--- config.mk ---
export PLATFORM = sky130hd
export DESIGN_NAME = two_level_request_stack
export DESIGN_NICKNAME = d
export VERILOG_FILES = /design/src/sv/tlrs_pkg.sv /design/src/sv/tlrs_ram.sv /design/src/sv/two_level_request_stack.sv
export SDC_FILE = /design/constraint.sdc
export NUM_CORES = 1
export LEC_CHECK = 0
export ABC_CLOCK_PERIOD_IN_PS = 3000
export BUFFER_PORTS_ARGS = -buffer_cell sky130_fd_sc_hd__buf_2
export CAP_MARGIN = 20
export CORE_UTILIZATION = 54
export DETAILED_ROUTE_END_ITERATION = 10
export PLACE_DENSITY = 0.76
export SLEW_MARGIN = 20
export SYNTH_ARGS = -nofsm -noshare
export SYNTH_HDL_FRONTEND = slang
export SYNTH_SLANG_ARGS = --single-unit
--- constraint.sdc ---
create_clock -name i_clk -period 3 [get_ports i_clk]
set_clock_uncertainty 0.15 [all_clocks]
set_input_delay 0.3 -clock i_clk [delete_from_list [all_inputs] [get_ports i_clk]]
set_output_delay 0.3 -clock i_clk [all_outputs]
set_load 0.02 [all_outputs]
--- src/sv/tlrs_pkg.sv ---
// Package for the two-level request stack: sequencer states, field widths,
// command and level codes, register map. No dependencies.
`default_nettype none

package tlrs_pkg;

    // Fixed field widths of the request and result channels
    localparam int unsigned KIND_W     = 1;
    localparam int unsigned HANDLE_W   = 16;
    localparam int unsigned PRI_W      = 4;
    localparam int unsigned COUNT_W    = 4;

    // Configuration port
    localparam int unsigned PADDR_W    = 3;
    localparam int unsigned PDATA_W    = 32;

    // Register index (word address paddr[2])
    localparam logic REG_URGENT_PRIORITY = 1'b0;

    // Reset value of the urgent priority register
    localparam logic [PRI_W-1:0] URGENT_PRI_RESET = 4'd5;

    // Request kinds
    localparam logic KIND_ENQUEUE = 1'b0;
    localparam logic KIND_REMOVE  = 1'b1;

    // Levels
    localparam logic LVL_NORMAL = 1'b0;
    localparam logic LVL_URGENT = 1'b1;

    // Sequencer states
    typedef enum logic [2:0] {
        ST_IDLE,
        ST_ENQ,
        ST_SCAN,
        ST_CMP,
        ST_SHIFT,
        ST_MOVE,
        ST_FINISH
    } t_state;

endpackage

`default_nettype wire

--- src/sv/tlrs_ram.sv ---
// Generic single-write, single-read RAM with registered read data.
// Used for the entry store of the request stack. No dependencies.
`default_nettype none

module tlrs_ram #(
    parameter int unsigned WIDTH = 16,
    parameter int unsigned DEPTH = 16
) (
    input  wire logic                     i_clk,
    input  wire logic                     i_we,
    input  wire logic [$clog2(DEPTH)-1:0] i_waddr,
    input  wire logic [WIDTH-1:0]         i_wdata,
    input  wire logic [$clog2(DEPTH)-1:0] i_raddr,
    output logic      [WIDTH-1:0]         o_rdata
);

    logic [WIDTH-1:0] r_mem [DEPTH];

    // Write port and registered read port
    always_ff @(posedge i_clk) begin
        if (i_we) begin
            r_mem[i_waddr] <= i_wdata;
        end
        o_rdata <= r_mem[i_raddr];
    end

endmodule

`default_nettype wire

--- src/sv/two_level_request_stack.sv ---
// Two-level request stack: top level with sequencer, fill counters and
// configuration port. Depends on tlrs_pkg and tlrs_ram.
//
// Usage:
//   Request channel (i_in_valid / o_in_stall) carries enqueue or remove
//   requests; result channel (o_out_valid / i_out_stall) returns one result
//   per request: success, level used and both fill counts after the request.
//   One request is worked on at a time; o_in_stall is high while the
//   sequencer is busy. The result sits in an output register, so a new
//   request is taken while an earlier result still waits for the receiver.
//   Steps from accept to result valid:
//     enqueue: write at the tail of the chosen level, then hand over.
//     remove:  read and compare each entry of the normal level, then of
//              the urgent level; when found, shift every following entry
//              down one slot, then hand over; all through the single read
//              port of the entry RAM.
//   The next request is taken in the cycle after the result moves to the
//   output register.
//   If the receiver stalls, the finished request waits in the sequencer
//   until the output register is free; o_in_stall stays high meanwhile.
//   Reset empties both levels and sets urgent_priority to 5; the entry RAM
//   is not cleared (only entries below a fill count are ever read).
//   The user writes urgent_priority over the APB port only while the block is idle; it is not enforced.
`default_nettype none

module two_level_request_stack #(
    parameter int unsigned LEVEL_DEPTH = 8,
    parameter int unsigned HANDLE_BITS = 16
) (
    input  wire logic                             i_clk,
    input  wire logic                             i_rst_n,
    // request channel
    input  wire logic                             i_in_valid,
    output logic                                  o_in_stall,
    input  wire logic [tlrs_pkg::KIND_W-1:0]      i_kind,
    input  wire logic [tlrs_pkg::HANDLE_W-1:0]    i_handle,
    input  wire logic [tlrs_pkg::PRI_W-1:0]       i_priority_req,
    // result channel
    output logic                                  o_out_valid,
    input  wire logic                             i_out_stall,
    output logic                                  o_success,
    output logic                                  o_level_used,
    output logic      [tlrs_pkg::COUNT_W-1:0]     o_normal_count,
    output logic      [tlrs_pkg::COUNT_W-1:0]     o_urgent_count,
    // configuration port
    input  wire logic                             psel,
    input  wire logic                             penable,
    input  wire logic                             pwrite,
    input  wire logic [tlrs_pkg::PADDR_W-1:0]     paddr,
    input  wire logic [tlrs_pkg::PDATA_W-1:0]     pwdata,
    output logic      [tlrs_pkg::PDATA_W-1:0]     prdata,
    output logic                                  pready
);

    localparam int unsigned IW       = (LEVEL_DEPTH > 1) ? $clog2(LEVEL_DEPTH) : 1;
    localparam int unsigned CW       = $clog2(LEVEL_DEPTH + 1);
    localparam int unsigned RAM_AW   = IW + 1;
    localparam int unsigned RAM_D    = 2 * (1 << IW);
    localparam logic [CW-1:0] DEPTH_C = CW'(LEVEL_DEPTH);
    localparam logic [CW-1:0] ONE_C   = CW'(1);

    // Sequencer and control state
    tlrs_pkg::t_state r_state, n_state;
    logic [CW-1:0]    r_fill [2];
    logic [CW-1:0]    n_fill [2];
    logic             r_lvl, n_lvl;
    logic [CW-1:0]    r_idx, n_idx;
    logic             r_ok, n_ok;
    logic             r_res_lvl, n_res_lvl;
    logic [HANDLE_BITS-1:0] r_h, n_h;
    logic [tlrs_pkg::PRI_W-1:0] r_urgent_priority;

    // Output register
    logic                         r_out_valid, n_out_valid;
    logic                         r_out_ok, n_out_ok;
    logic                         r_out_lvl, n_out_lvl;
    logic [tlrs_pkg::COUNT_W-1:0] r_out_ncnt, n_out_ncnt;
    logic [tlrs_pkg::COUNT_W-1:0] r_out_ucnt, n_out_ucnt;

    // RAM port
    logic                   w_we;
    logic [RAM_AW-1:0]      w_waddr;
    logic [HANDLE_BITS-1:0] w_wdata;
    logic [RAM_AW-1:0]      w_raddr;
    logic [HANDLE_BITS-1:0] w_rdata;

    // Shared conditions
    logic [CW-1:0]   w_fill_cur;
    logic [CW-1:0]   w_idx_nxt;
    logic            w_in_acc;
    logic            w_scan_end;
    logic            w_match;
    logic            w_more;
    logic            w_room;
    logic            w_out_free;
    logic            w_cfg_wr;
    logic [31:0]     w_h_ext;
    logic [31:0]     w_ncnt_ext;
    logic [31:0]     w_ucnt_ext;

    assign w_fill_cur = r_fill[r_lvl];
    assign w_idx_nxt  = r_idx + ONE_C;
    assign w_in_acc   = i_in_valid && (r_state == tlrs_pkg::ST_IDLE);
    assign w_scan_end = (r_idx >= w_fill_cur);
    assign w_match    = (w_rdata == r_h);
    assign w_more     = (w_idx_nxt < w_fill_cur);
    assign w_room     = (w_fill_cur < DEPTH_C);
    assign w_out_free = !r_out_valid || !i_out_stall;
    assign w_h_ext    = 32'(i_handle);
    assign w_ncnt_ext = 32'(r_fill[0]);
    assign w_ucnt_ext = 32'(r_fill[1]);

    // Entry store: level in the top address bit, slot below
    tlrs_ram #(
        .WIDTH (HANDLE_BITS),
        .DEPTH (RAM_D)
    ) u_entry_ram (
        .i_clk   (i_clk),
        .i_we    (w_we),
        .i_waddr (w_waddr),
        .i_wdata (w_wdata),
        .i_raddr (w_raddr),
        .o_rdata (w_rdata)
    );

    // Next state
    always_comb begin
        n_state = r_state;
        unique case (r_state)
            tlrs_pkg::ST_IDLE: begin
                if (w_in_acc) begin
                    n_state = (i_kind == tlrs_pkg::KIND_ENQUEUE) ? tlrs_pkg::ST_ENQ
                                                                  : tlrs_pkg::ST_SCAN;
                end
            end
            tlrs_pkg::ST_ENQ: begin
                n_state = tlrs_pkg::ST_FINISH;
            end
            tlrs_pkg::ST_SCAN: begin
                if (!w_scan_end) begin
                    n_state = tlrs_pkg::ST_CMP;
                end else if (r_lvl == tlrs_pkg::LVL_URGENT) begin
                    n_state = tlrs_pkg::ST_FINISH;
                end
            end
            tlrs_pkg::ST_CMP: begin
                n_state = w_match ? tlrs_pkg::ST_SHIFT : tlrs_pkg::ST_SCAN;
            end
            tlrs_pkg::ST_SHIFT: begin
                n_state = w_more ? tlrs_pkg::ST_MOVE : tlrs_pkg::ST_FINISH;
            end
            tlrs_pkg::ST_MOVE: begin
                n_state = tlrs_pkg::ST_SHIFT;
            end
            tlrs_pkg::ST_FINISH: begin
                if (w_out_free) begin
                    n_state = tlrs_pkg::ST_IDLE;
                end
            end
            default: begin
                n_state = tlrs_pkg::ST_IDLE;
            end
        endcase
    end

    // Datapath control and next register values
    always_comb begin
        n_fill      = r_fill;
        n_lvl       = r_lvl;
        n_idx       = r_idx;
        n_ok        = r_ok;
        n_res_lvl   = r_res_lvl;
        n_h         = r_h;
        n_out_valid = r_out_valid && i_out_stall;
        n_out_ok    = r_out_ok;
        n_out_lvl   = r_out_lvl;
        n_out_ncnt  = r_out_ncnt;
        n_out_ucnt  = r_out_ucnt;
        w_we        = 1'b0;
        w_waddr     = {r_lvl, r_idx[IW-1:0]};
        w_wdata     = w_rdata;
        w_raddr     = {r_lvl, r_idx[IW-1:0]};

        case (r_state)
            // take the request, pick the level for an enqueue
            tlrs_pkg::ST_IDLE: begin
                n_h       = w_h_ext[HANDLE_BITS-1:0];
                n_idx     = '0;
                n_ok      = 1'b0;
                n_res_lvl = tlrs_pkg::LVL_NORMAL;
                if (i_kind == tlrs_pkg::KIND_ENQUEUE) begin
                    n_lvl = (i_priority_req == r_urgent_priority) ? tlrs_pkg::LVL_URGENT
                                                                   : tlrs_pkg::LVL_NORMAL;
                end else begin
                    n_lvl = tlrs_pkg::LVL_NORMAL;
                end
            end
            // append at the tail, or refuse when full
            tlrs_pkg::ST_ENQ: begin
                n_res_lvl = r_lvl;
                if (w_room) begin
                    w_we         = 1'b1;
                    w_waddr      = {r_lvl, w_fill_cur[IW-1:0]};
                    w_wdata      = r_h;
                    n_fill[r_lvl] = w_fill_cur + ONE_C;
                    n_ok         = 1'b1;
                end
            end
            // read the current entry, or when the level is exhausted move on to urgent, or give up
            tlrs_pkg::ST_SCAN: begin
                if (w_scan_end && (r_lvl == tlrs_pkg::LVL_NORMAL)) begin
                    n_lvl = tlrs_pkg::LVL_URGENT;
                    n_idx = '0;
                end
            end
            // compare the entry read in the previous cycle
            tlrs_pkg::ST_CMP: begin
                if (!w_match) begin
                    n_idx = w_idx_nxt;
                end
            end
            // fetch the following entry, or close the gap
            tlrs_pkg::ST_SHIFT: begin
                w_raddr = {r_lvl, w_idx_nxt[IW-1:0]};
                if (!w_more) begin
                    n_fill[r_lvl] = w_fill_cur - ONE_C;
                    n_ok          = 1'b1;
                    n_res_lvl     = r_lvl;
                end
            end
            // move it one slot down
            tlrs_pkg::ST_MOVE: begin
                w_we    = 1'b1;
                w_waddr = {r_lvl, r_idx[IW-1:0]};
                w_wdata = w_rdata;
                n_idx   = w_idx_nxt;
            end
            // hand over to the output register
            tlrs_pkg::ST_FINISH: begin
                if (w_out_free) begin
                    n_out_valid = 1'b1;
                    n_out_ok    = r_ok;
                    n_out_lvl   = r_res_lvl;
                    n_out_ncnt  = w_ncnt_ext[tlrs_pkg::COUNT_W-1:0];
                    n_out_ucnt  = w_ucnt_ext[tlrs_pkg::COUNT_W-1:0];
                end
            end
            default: begin
            end
        endcase
    end

    // Configuration write decode
    assign w_cfg_wr = psel && penable && pwrite && pready
                      && (paddr[2] == tlrs_pkg::REG_URGENT_PRIORITY);

    // Control registers
    always_ff @(posedge i_clk) begin
        if (!i_rst_n) begin
            r_state           <= tlrs_pkg::ST_IDLE;
            r_fill[0]         <= '0;
            r_fill[1]         <= '0;
            r_out_valid       <= 1'b0;
            r_urgent_priority <= tlrs_pkg::URGENT_PRI_RESET;
        end else begin
            r_state     <= n_state;
            r_fill      <= n_fill;
            r_out_valid <= n_out_valid;
            if (w_cfg_wr) begin
                r_urgent_priority <= pwdata[tlrs_pkg::PRI_W-1:0];
            end
        end
    end

    // Payload registers
    always_ff @(posedge i_clk) begin
        r_lvl      <= n_lvl;
        r_idx      <= n_idx;
        r_ok       <= n_ok;
        r_res_lvl  <= n_res_lvl;
        r_h        <= n_h;
        r_out_ok   <= n_out_ok;
        r_out_lvl  <= n_out_lvl;
        r_out_ncnt <= n_out_ncnt;
        r_out_ucnt <= n_out_ucnt;
    end

    // Ports
    assign o_in_stall     = (r_state != tlrs_pkg::ST_IDLE);
    assign o_out_valid    = r_out_valid;
    assign o_success      = r_out_ok;
    assign o_level_used   = r_out_lvl;
    assign o_normal_count = r_out_ncnt;
    assign o_urgent_count = r_out_ucnt;
    assign pready         = 1'b1;
    assign prdata         = (paddr[2] == tlrs_pkg::REG_URGENT_PRIORITY)
                            ? 32'(r_urgent_priority) : '0;

endmodule

`default_nettype wire
==> impl_metrics.json, run 1 <==
{
  "diodes": 0,
  "root_buffer": "clkbuf_16",
  "finalHoldViolCount": 0,
  "route.detailed.drc": 0,
  "rsz0062_at_grt": "no",
  "drtIter0Drc": 467,
  "async_flop_share": 0,
  "worst_slew_pin_slew_ns": 0.579,
  "synth_simple_gate_area_frac": 0.0457,
  "placed_area_um2": 14500,
  "slew_viol_final": 0,
  "fin_area_um2": 15700,
  "synthCells": 821,
  "yosys_warnings": 0,
  "final_net_count": 1026,
  "holdWs_ns": 0.0807,
  "layout.cells.most_common_list": "289 x edfxtp_1, 153 x mux2i_1, 48 x buf_2",
  "regToRegSetupSlack_ns": 0.1,
  "path_cells": "mux2_4 > or3_4 > nor2_1 > a21oi_1 > or3b_2 > nor2_2 > buf_12",
  "hold_path_depth": 4,
  "wirelength_um": 27400,
  "multi_input_area_um2": 3840,
  "cts_tree": "yes",
  "worstRegToRegCells": 7,
  "grt_max_degree": 43,
  "numPortBuffers": 48,
  "critPathCaptureType": "flip-flop",
  "htreeDepth": 1,
  "ys_seq_area_frac": 0.694,
  "hp-class": "in2reg",
  "crit_type": "reg2reg",
  "min-delay-start": "i_priority_req[2]",
  "cp_data_arrival_time_ns": 3.03,
  "drv_cap": 0,
  "r2r_end": "u_entry_ram.r_mem[3][10]",
  "synth_compound_area_frac": 0.0375,
  "period_share": 0.968,
  "synthAdderAreaFrac": 0.0102,
  "seq_area_um2": 9320,
  "path_max_fanout": 16,
  "slew-limit-headroom": 0.614,
  "grt_pass1_vias": 7343,
  "final_common_cell": "edfxtp_1",
  "cp_slowest_cell": "or3b_2",
  "rr_startpoint": "r_lvl",
  "hold_end": "r_lvl",
  "avgSynthCellArea_um2": 16.4,
  "drive_above_1_share": 0.226,
  "crit_required_ns": 3.13,
  "dieArea_um2": 25500,
  "fp.dieW_um": 160,
  "die_h_um": 160,
  "synthMuxAreaShare": 0.159,
  "synthXorXnorAreaFrac": 0.0207,
  "cts_setup_buffers": 0,
  "yosysUniqueCellTypes": 54,
  "leakagePower_nw": 5.95,
  "ios": 108,
  "outcome": "complete, no violations",
  "power_density_nw_per_um2": 1040,
  "via_per_inst": 5.57,
  "wl_per_cell_um": 21.1,
  "areaGrowthSynthToFinish_pct": 17.1,
  "start_util": 0.551,
  "grt_use_total": 0.218,
  "clk_path_buf_depth": 3,
  "cts.clk_slew.worst_paths_ns": 0.06,
  "period_minus_slack_ns": 2.90,
  "grt_pass1_wl_um": 41600,
  "dp_hpwl_um": 17100,
  "antenna_found_initial": 0,
  "numCtsBuffers": 31,
  "max_freq_ghz": 0.344,
  "drtAntennaViolNets": 0,
  "synthFlopType": "edfxtp_1",
  "cp_top_family": "simple AND/OR/NAND/NOR gates",
  "setup-tns-final_ns": 0,
  "synth_area_um2": 13400,
  "core_um2": 24400,
  "clk_latency_ns": 0.58,
  "cp_slowest_stage_delay_ns": 0.55,
  "synth_edf_count": 289,
  "vdd_drop_max_mv": 0.586,
  "row_count": 57,
  "vias": 7242,
  "gr-total-overflow": 0,
  "startpoint_type": "flip-flop",
  "cts.sinks": 321,
  "finalSetupViolCount": 0,
  "place_congestion": 0.844,
  "fillers": 1695,
  "synth_top_family_by_area": "multiplexers",
  "ys_seq_elements": 321,
  "first_pass_iters": 6,
  "cp_num_buf_inv": 1
}
==> area by class of cell <==
type,count,share of cell area
Multi-Input combinational cell,454,0.244
Clock buffer,40,0.0540
Timing Repair Buffer,134,0.0714
Sequential cell,321,0.592
Tap cell,324,0.0258
Inverter,10,0.00239
Clock inverter,18,0.0102
==> kinds of logic (layout without fill, tap and decap cells) <==
| family | Yosys count | count (layout) |
|---|---|---|
| flip-flops | 321 | 321 |
| multiplexers | 189 | 189 |
| AND/OR/NAND/NOR | 124 | 124 |
| buffers and inverters | 73 | 202 |
| AO/OA/AOI/OAI | 71 | 71 |
| XOR/XNOR | 30 | 30 |
| adder cells (fa/ha/maj) | 11 | 11 |
| other | 2 | 29 |
==> routing by layer <==
| layer | share of wire | vias to the layer above | track usage | wire [µm] |
|---|---|---|---|---|
| met4 | 0.028 | 0 | 0.0730 | 773 |
| met5 | 0 | - | 0 | 0 |
| met3 | 0.053 | 57 | 0.0312 | 1470 |
| met1 | 0.42 | 3598 | 0.285 | 11500 |
| li1 | - | 3349 | - | - |
| met2 | 0.50 | 238 | 0.375 | 13700 |
==> metrics by stage <==
step | cells | setup WS [ns] | power [mW] | util
2_1_floorplan | 848 | -0.173 | 10.8 | -
3_3_place_gp | 1218 | 0.154 | 12.4 | 0.593
3_5_place_dp | 1218 | 0.145 | 12.6 | 0.593
5_1_grt | 1301 | 0.0266 | 17.2 | 0.645
4_1_cts | 1301 | 0.123 | 16.4 | 0.645
6_report | 1301 | 0.0954 | 16.4 | 0.645
==> state kept, by name, indices dropped and copies added (netlist names), named ones only <==
name / count
r_state: 3
r_fill: 6
o_out_valid: 1
r_lvl: 1
r_idx: 4
r_res_lvl: 1
r_ok: 1
r_h: 16
o_success: 1
u_entry_ram.o_rdata: 16
o_level_used: 1
o_urgent_count: 4
o_normal_count: 4
r_urgent_priority: 4
u_entry_ram.r_mem: 256
==> cells in the mapped netlist (all sizes together), types with 2 or more instances <==
cell type	number	share of area
o2111ai	8	0.0052
dfxtp	32	0.048
and3	3	0.0014
or4b	2	0.0015
o21a	2	0.0011
o21ai	25	0.0093
nor2	33	0.0092
nand3	11	0.0041
ha	11	0.010
nor4	3	0.0014
o31ai	2	0.0011
inv	10	0.0028
buf	52	0.027
or2	3	0.0014
xor2	4	0.0032
and2	3	0.0014
nand4	6	0.0028
a211oi	6	0.0034
nand2	38	0.011
a2bb2oi	9	0.0059
edfxtp	289	0.65
mux4	16	0.027
nor2b	9	0.0042
nand2b	5	0.0023
a21oi	10	0.0046
mux2i	155	0.12
clkbuf	11	0.0031
conb	2	0.00056
a31oi	2	0.00093
a21boi	3	0.0034
mux2	18	0.015
xnor2	26	0.018
or3	2	0.0013
==> worst max-delay path by stage <==
stage / cells past startpoint / slack, ns / startpoint / end
2_1_floorplan: 7 / -0.17 / r_lvl / u_entry_ram.r_mem[5][0]
3_3_place_gp: 7 / 0.15 / r_lvl / u_entry_ram.r_mem[3][2]
3_5_place_dp: 7 / 0.14 / r_lvl / u_entry_ram.r_mem[3][2]
4_1_cts: 7 / 0.12 / r_lvl / u_entry_ram.r_mem[3][9]
5_1_grt: 7 / 0.03 / r_lvl / u_entry_ram.r_mem[11][6]
6_report: 7 / 0.1 / r_lvl / u_entry_ram.r_mem[3][10]
==> tightest hold or removal path, stage by stage <==
cell and delay [ns]:
buf_2 0.08, xnor2_1 0.06, nand3_1 0.10, o32ai_1 0.09
==> power breakdown <==
group / switching [mW] / leakage [nW] / internal [mW] / total, mW
Sequential: 0.321 / 2.91 / 6.25 / 6.57
Combinational: 3.51 / 2.55 / 2.49 / 6.00
Clock: 1.65 / 0.491 / 2.18 / 3.82
==> timing repair <==
action,CTS,global route
gates resized for setup,0,1
hold buffers,25,0
hold endpoints to repair,26,0
setup endpoints to repair,0,2
No activity file was read; power rests on OpenSTA's default activity.
==> inputs of run 2 (changes only) <==
--- a/config.mk
+++ b/config.mk
@@ -8,6 +8,7 @@
 export ABC_CLOCK_PERIOD_IN_PS = 3000
 export BUFFER_PORTS_ARGS = -buffer_cell sky130_fd_sc_hd__buf_2
 export CAP_MARGIN = 20
+export CORE_ASPECT_RATIO = 1.25
 export CORE_UTILIZATION = 54
 export DETAILED_ROUTE_END_ITERATION = 10
 export PLACE_DENSITY = 0.76
==> impl_metrics.json, run 2 (same netlist as run 1, synthesis figures left out) <==
{
  "cp_slowest_cell": "edfxtp_1",
  "ios": 108,
  "largestRegisters": "u_entry_ram.r_mem (256), r_h (16), u_entry_ram.o_rdata (16)",
  "period_minus_slack_ns": 2.87,
  "grt_max_degree": 46,
  "cp.depth": 7,
  "critPathCaptureType": "flip-flop",
  "first_pass_iters": 5,
  "slew-limit-headroom": 0.665,
  "start_util": 0.550,
  "clkPwrFrac": 0.225,
  "diodes": 0,
  "regToRegSetupSlack_ns": 0.13,
  "antenna_found_initial": 0,
  "startpoint_type": "flip-flop",
  "fin_ws_ns": 0.126,
  "grt_pass1_wl_um": 40700,
  "crit_required_ns": 3.07,
  "place_congestion": 0.857,
  "final_net_count": 1021,
  "cts_setup_buffers": 0,
  "path_max_fanout": 18,
  "leakagePower_nw": 5.90,
  "final_util": 0.639,
  "via_per_inst": 5.63,
  "drv_cap": 0,
  "cp_slowest_stage_delay_ns": 0.41,
  "numCtsBuffers": 28,
  "switchingPower_mw": 5.33,
  "period_share": 0.958,
  "rr_startpoint": "r_lvl",
  "path_cells": "mux2_4 > or3_4 > buf_4 > mux2i_1 > or2_2 > nor2_2 > buf_4",
  "place_ws_ns": 0.183,
  "crit_type": "reg2reg",
  "internal_power_mw": 10.9,
  "seq_area_um2": 9320,
  "clk_latency_ns": 0.55,
  "hp-class": "in2reg",
  "cp_top_family": "simple AND/OR/NAND/NOR gates",
  "vias": 7306,
  "multi_input_area_um2": 3840,
  "row_count": 64,
  "cts_tree": "yes",
  "core_um2": 24400,
  "grt_pass1_vias": 7041,
  "regMostFlops": "u_entry_ram.r_mem",
  "wl_per_cell_um": 21.2,
  "hold_path_depth": 4,
  "power_density_nw_per_um2": 1040,
  "finalSetupViolCount": 0,
  "min-delay-start": "i_priority_req[3]",
  "outcome": "complete, no violations",
  "dp_hpwl_um": 16900,
  "r2r_end": "u_entry_ram.r_mem[5][10]",
  "setup-tns-final_ns": 0,
  "power_frac_seq": 0.404,
  "numPortBuffers": 48,
  "die_h_um": 178,
  "cpMostUsedCell": "buf_4",
  "layout.cells.most_common_list": "289 x edfxtp_1, 153 x mux2i_1, 49 x buf_4",
  "hold_end": "r_lvl",
  "worstRegToRegCells": 7,
  "drtAntennaViolNets": 0,
  "sw_frac_of_total": 0.329,
  "holdWs_ns": 0.110,
  "cts.sinks": 321,
  "final_common_cell": "edfxtp_1",
  "root_buffer": "clkbuf_16",
  "power_frac_comb": 0.371,
  "cts.clk_slew.worst_paths_ns": 0.07,
  "max_freq_ghz": 0.348,
  "largest_register_ffs": 256,
  "dieArea_um2": 25500,
  "finalHoldViolCount": 0,
  "wirelength_um": 27600,
  "cp_num_buf_inv": 2,
  "drtIter0Drc": 517,
  "htreeDepth": 1,
  "grt_use_total": 0.221,
  "worst_slew_pin_slew_ns": 0.500,
  "fillers": 1674,
  "route.detailed.drc": 0,
  "clk_path_buf_depth": 3,
  "areaGrowthSynthToFinish_pct": 16.2,
  "fp.dieW_um": 143,
  "rsz0062_at_grt": "no",
  "slew_viol_final": 0,
  "cp_data_arrival_time_ns": 2.94,
  "gr-total-overflow": 0,
  "vdd_drop_max_mv": 0.593,
  "drive_above_1_share": 0.217
}
-- run 2: cell count changes in the layout (fill, tap and decap cells not counted), moves of 2 or more --
cell,change
bufinv_16,+2
clkbuf_1,+2
clkbuf_8,-2
buf_12,-4
buf_4,+2
clkbuf_16,-2
clkinvlp_4,-2
clkinv_2,-4
-- run 2: per-stage QoR --
stage          total power [mW]  instance area (µm²)  cells
6_report                   16.2                15600   1298
5_1_grt                    16.9                15600   1298
4_1_cts                    16.2                15600   1298
3_5_place_dp               12.6                14400   1222
3_3_place_gp               12.4                14400   1222
2_1_floorplan              10.8                13600    848
-- run 2: power groups by stage --
stage,sequential [mW],combinational [mW],clock [mW]
2_1_floorplan,6.55,4.28,0
3_3_place_gp,6.60,5.81,0
3_5_place_dp,6.62,5.94,0
4_1_cts,6.53,6.00,3.68
5_1_grt,6.57,6.48,3.86
6_report,6.53,6.00,3.65
-- run 2: worst max path at each step --
stage	startpoint	end	slack [ns]
5_1_grt	r_lvl	r_state[1]	0.04
6_report	r_lvl	u_entry_ram.r_mem[5][10]	0.13
3_3_place_gp	r_lvl	u_entry_ram.r_mem[5][10]	0.20
3_5_place_dp	r_lvl	u_entry_ram.r_mem[5][10]	0.18
4_1_cts	r_lvl	u_entry_ram.r_mem[5][7]	0.14
2_1_floorplan	r_lvl	u_entry_ram.r_mem[5][0]	-0.17
-- run 2: area by class of cell --
| cell class | count | area share |
|---|---|---|
| inverters | 10 | 0.00240 |
| clock buffers | 38 | 0.0499 |
| repair buffers | 132 | 0.0678 |
| well taps | 330 | 0.0264 |
| clock inverters | 13 | 0.0106 |
| multi-input cells | 454 | 0.246 |
| flip-flops and latches | 321 | 0.597 |
-- run 2: routing by layer --
layer / wire length, µm / GRT usage / vias up
met5: 0 / 0 / -
met4: 1010 / 0.0923 / 0
met2: 14300 / 0.396 / 308
li1: - / - / 3351
met1: 10400 / 0.269 / 3580
met3: 1800 / 0.0279 / 67
-- run 2: worst register-to-register path: cells and delay by family, from the launching register on --
family	cells	cell delay, ns
AND/OR/NAND/NOR	3	0.93
multiplexers	2	0.53
buffers and inverters	2	0.52
flip-flops	1	0.41
-- run 2: timing repair --
item,CTS,global route
hold endpoints to repair,26,0
resized for setup,0,1
hold buffers,25,0
endpoints found under the setup margin,0,1
==> inputs of run 3 (changes only) <==
--- a/config.mk
+++ b/config.mk
@@ -15,4 +15,5 @@
 export SLEW_MARGIN = 20
 export SYNTH_ARGS = -nofsm -noshare
 export SYNTH_HDL_FRONTEND = slang
+export SYNTH_HIERARCHICAL = 1
 export SYNTH_SLANG_ARGS = --single-unit
==> impl_metrics.json, run 3 <==
{
  "slew_viol_final": 0,
  "power_density_nw_per_um2": 1040,
  "cp_data_arrival_time_ns": 2.96,
  "gr-total-overflow": 0,
  "synth_simple_gate_area_frac": 0.0439,
  "areaGrowthSynthToFinish_pct": 17.4,
  "drv_cap": 0,
  "worst_slew_pin_slew_ns": 0.987,
  "synth_top_family_by_area": "multiplexers",
  "core_um2": 23600,
  "antenna_found_initial": 0,
  "drtIter0Drc": 637,
  "synthXorXnorAreaFrac": 0.0202,
  "grt_pass1_vias": 6988,
  "final_common_cell": "edfxtp_1",
  "htreeDepth": 1,
  "largest_register_ffs": 256,
  "cp_num_buf_inv": 1,
  "period_share": 0.953,
  "largestRegisters": "u_entry_ram/r_mem (256), r_h (16), u_entry_ram/o_rdata (16)",
  "synthFlopType": "edfxtp_1",
  "path_max_fanout": 11,
  "dr_wl_met3_um": 1780,
  "via_per_inst": 6.10,
  "regMostFlops": "u_entry_ram/r_mem",
  "route.detailed.drc": 0,
  "synth_most_common_cell": "edfxtp_1",
  "critPathCaptureType": "flip-flop",
  "clk_path_buf_depth": 3,
  "vdd_drop_max_mv": 0.712,
  "clk_latency_ns": 0.56,
  "synthCells": 705,
  "slew-limit-headroom": 0.340,
  "fillers": 1538,
  "cts.sinks": 321,
  "setup-tns-final_ns": 0,
  "crit_required_ns": 3.10,
  "synthMuxAreaShare": 0.137,
  "place_congestion": 0.854,
  "synthAdderAreaFrac": 0.0106,
  "yosysTopAreaCell": "edfxtp_1",
  "hp-class": "in2reg",
  "dieArea_um2": 24700,
  "seq_area_um2": 9320,
  "drive_above_1_share": 0.260,
  "synth_area_um2": 13000,
  "grt_use_total": 0.230,
  "wirelength_um": 27600,
  "grt_pass1_wl_um": 41700,
  "period_minus_slack_ns": 2.86,
  "yosys-top-cells-count": "289 x edfxtp_1, 54 x mux4_2, 33 x a22oi_1, 33 x nand2_1",
  "die_h_um": 175,
  "path_cells": "mux2_4 > or2_1 > o21ai_2 > nand3_1 > nor2_4 > buf_12",
  "cp.depth": 6,
  "avgSynthCellArea_um2": 18.4,
  "met1_length_um": 10600,
  "regToRegSetupSlack_ns": 0.14,
  "final_net_count": 892,
  "yosysUniqueCellTypes": 51,
  "cp_slowest_cell": "edfxtp_1",
  "outcome": "complete, no violations",
  "cts_setup_buffers": 0,
  "ys_seq_area_frac": 0.718,
  "synth_top_area_frac": 0.669,
  "async_flop_share": 0,
  "dpl.cell_count": 1053,
  "synth_edf_count": 289,
  "finalHoldViolCount": 0,
  "numCtsBuffers": 30,
  "max_freq_ghz": 0.350,
  "leakagePower_nw": 5.19,
  "startpoint_type": "flip-flop",
  "ios": 108,
  "multi_input_area_um2": 3520,
  "cts.clk_slew.worst_paths_ns": 0.06,
  "synth_area_leaders": "edfxtp_1 67%, mux4_2 9.4%, dfxtp_1 4.9%, mux4_1 2.0%, a22oi_1 1.9%",
  "dp_hpwl_um": 16600,
  "crit_type": "reg2reg",
  "vias": 6918,
  "rsz0062_at_grt": "no",
  "drtAntennaViolNets": 0,
  "fin_cells": 1134,
  "cp_slowest_stage_delay_ns": 0.45,
  "ys_seq_elements": 321,
  "diodes": 0,
  "cp_top_family": "simple AND/OR/NAND/NOR gates",
  "grt_max_degree": 65,
  "first_pass_iters": 5,
  "root_buffer": "clkbuf_16",
  "row_count": 63,
  "hold_path_depth": 4,
  "layout.cells.most_common_list": "289 x edfxtp_1, 54 x mux4_2, 48 x buf_2",
  "yosys_warnings": 6,
  "finalSetupViolCount": 0,
  "numPortBuffers": 48,
  "synth_compound_area_frac": 0.0386,
  "worstRegToRegCells": 6,
  "highest_layer": "met4",
  "wl_per_cell_um": 24.4,
  "start_util": 0.549,
  "fp.dieW_um": 141,
  "met2_length_um": 14400,
  "cts_tree": "yes"
}
## run 3: cell count changes in the layout (fill, tap and decap cells not counted), moves of 15 or more
cell / delta
a22oi_1: +33
mux2i_1: -144
xor2_1: +17
xnor2_1: -16
o21ai_0: -15
nor2_2: -16
mux4_2: +38
buf_4: -22
## run 3: path summary, 6_finish.rpt
| path | startpoint | to |
|---|---|---|
| hold / removal | i_priority_req[3] | r_lvl |
| hold reg to reg | r_ok | o_success |
| setup reg to reg | r_lvl | u_entry_ram/r_mem[13][2] |
| setup / recovery | r_lvl | u_entry_ram/r_mem[13][2] |
## run 3: kinds of logic (layout without fill, tap and decap cells)
logic type      after synthesis  count (layout)
compound gates               71              71
xor+xnor                     30              30
fa+ha+maj                    11              11
buf+inv                      67             177
flops                       321             321
mux                          91              91
other cells                   2              29
simple gates                112             112
## run 3: worst register-to-register path: cells and delay by family, from the launching register on
family                 cells  cell delay [ns]
AND/OR/NAND/NOR            3             1.14
buffers and inverters      1             0.21
AO/OA/AOI/OAI              1             0.23
flip-flops                 1             0.45
multiplexers               1             0.37
## run 3: metrics by stage
step	setup WS, ns	total power, mW	cell area (µm²)	hold slack, ns	util
final	0.142	15.8	15200	0.0432	0.644
after global routing	0.0106	16.5	15200	0.0715	0.644
after CTS	0.132	15.9	15200	0.0272	0.644
after detailed placement	0.168	11.9	14000	0.256	0.590
after global placement	0.238	11.6	14000	0.257	0.590
after floorplan	-0.0608	10.4	13300	0.249	-
## run 3: cell type report
cell class | instances | area share
flip-flops and latches | 321 | 0.611
multi-input cells | 344 | 0.231
repair buffers | 114 | 0.0639
clock buffers | 31 | 0.0509
well taps | 292 | 0.0240
clock inverters | 25 | 0.0167
inverters | 7 | 0.00172
## run 3: what timing repair did
| item | CTS | global route |
|---|---|---|
| setup endpoints to repair | 0 | 4 |
| hold endpoints to repair | 25 | 0 |
| resized for setup | 0 | 1 |
| hold buffers | 25 | 0 |
## run 3: per-layer routing
metal	up-vias	global-route usage
met5	-	0
met4	0	0.0725
met3	46	0.0270
met2	319	0.405
met1	3574	0.301
li1	2979	-
## run 3: report_power, final
| group | switching, mW | leakage (nW) | total (mW) | internal, mW |
|---|---|---|---|---|
| combinational | 3.16 | 1.79 | 5.36 | 2.20 |
| clock | 1.62 | 0.499 | 3.93 | 2.31 |
| sequential | 0.289 | 2.90 | 6.52 | 6.23 |
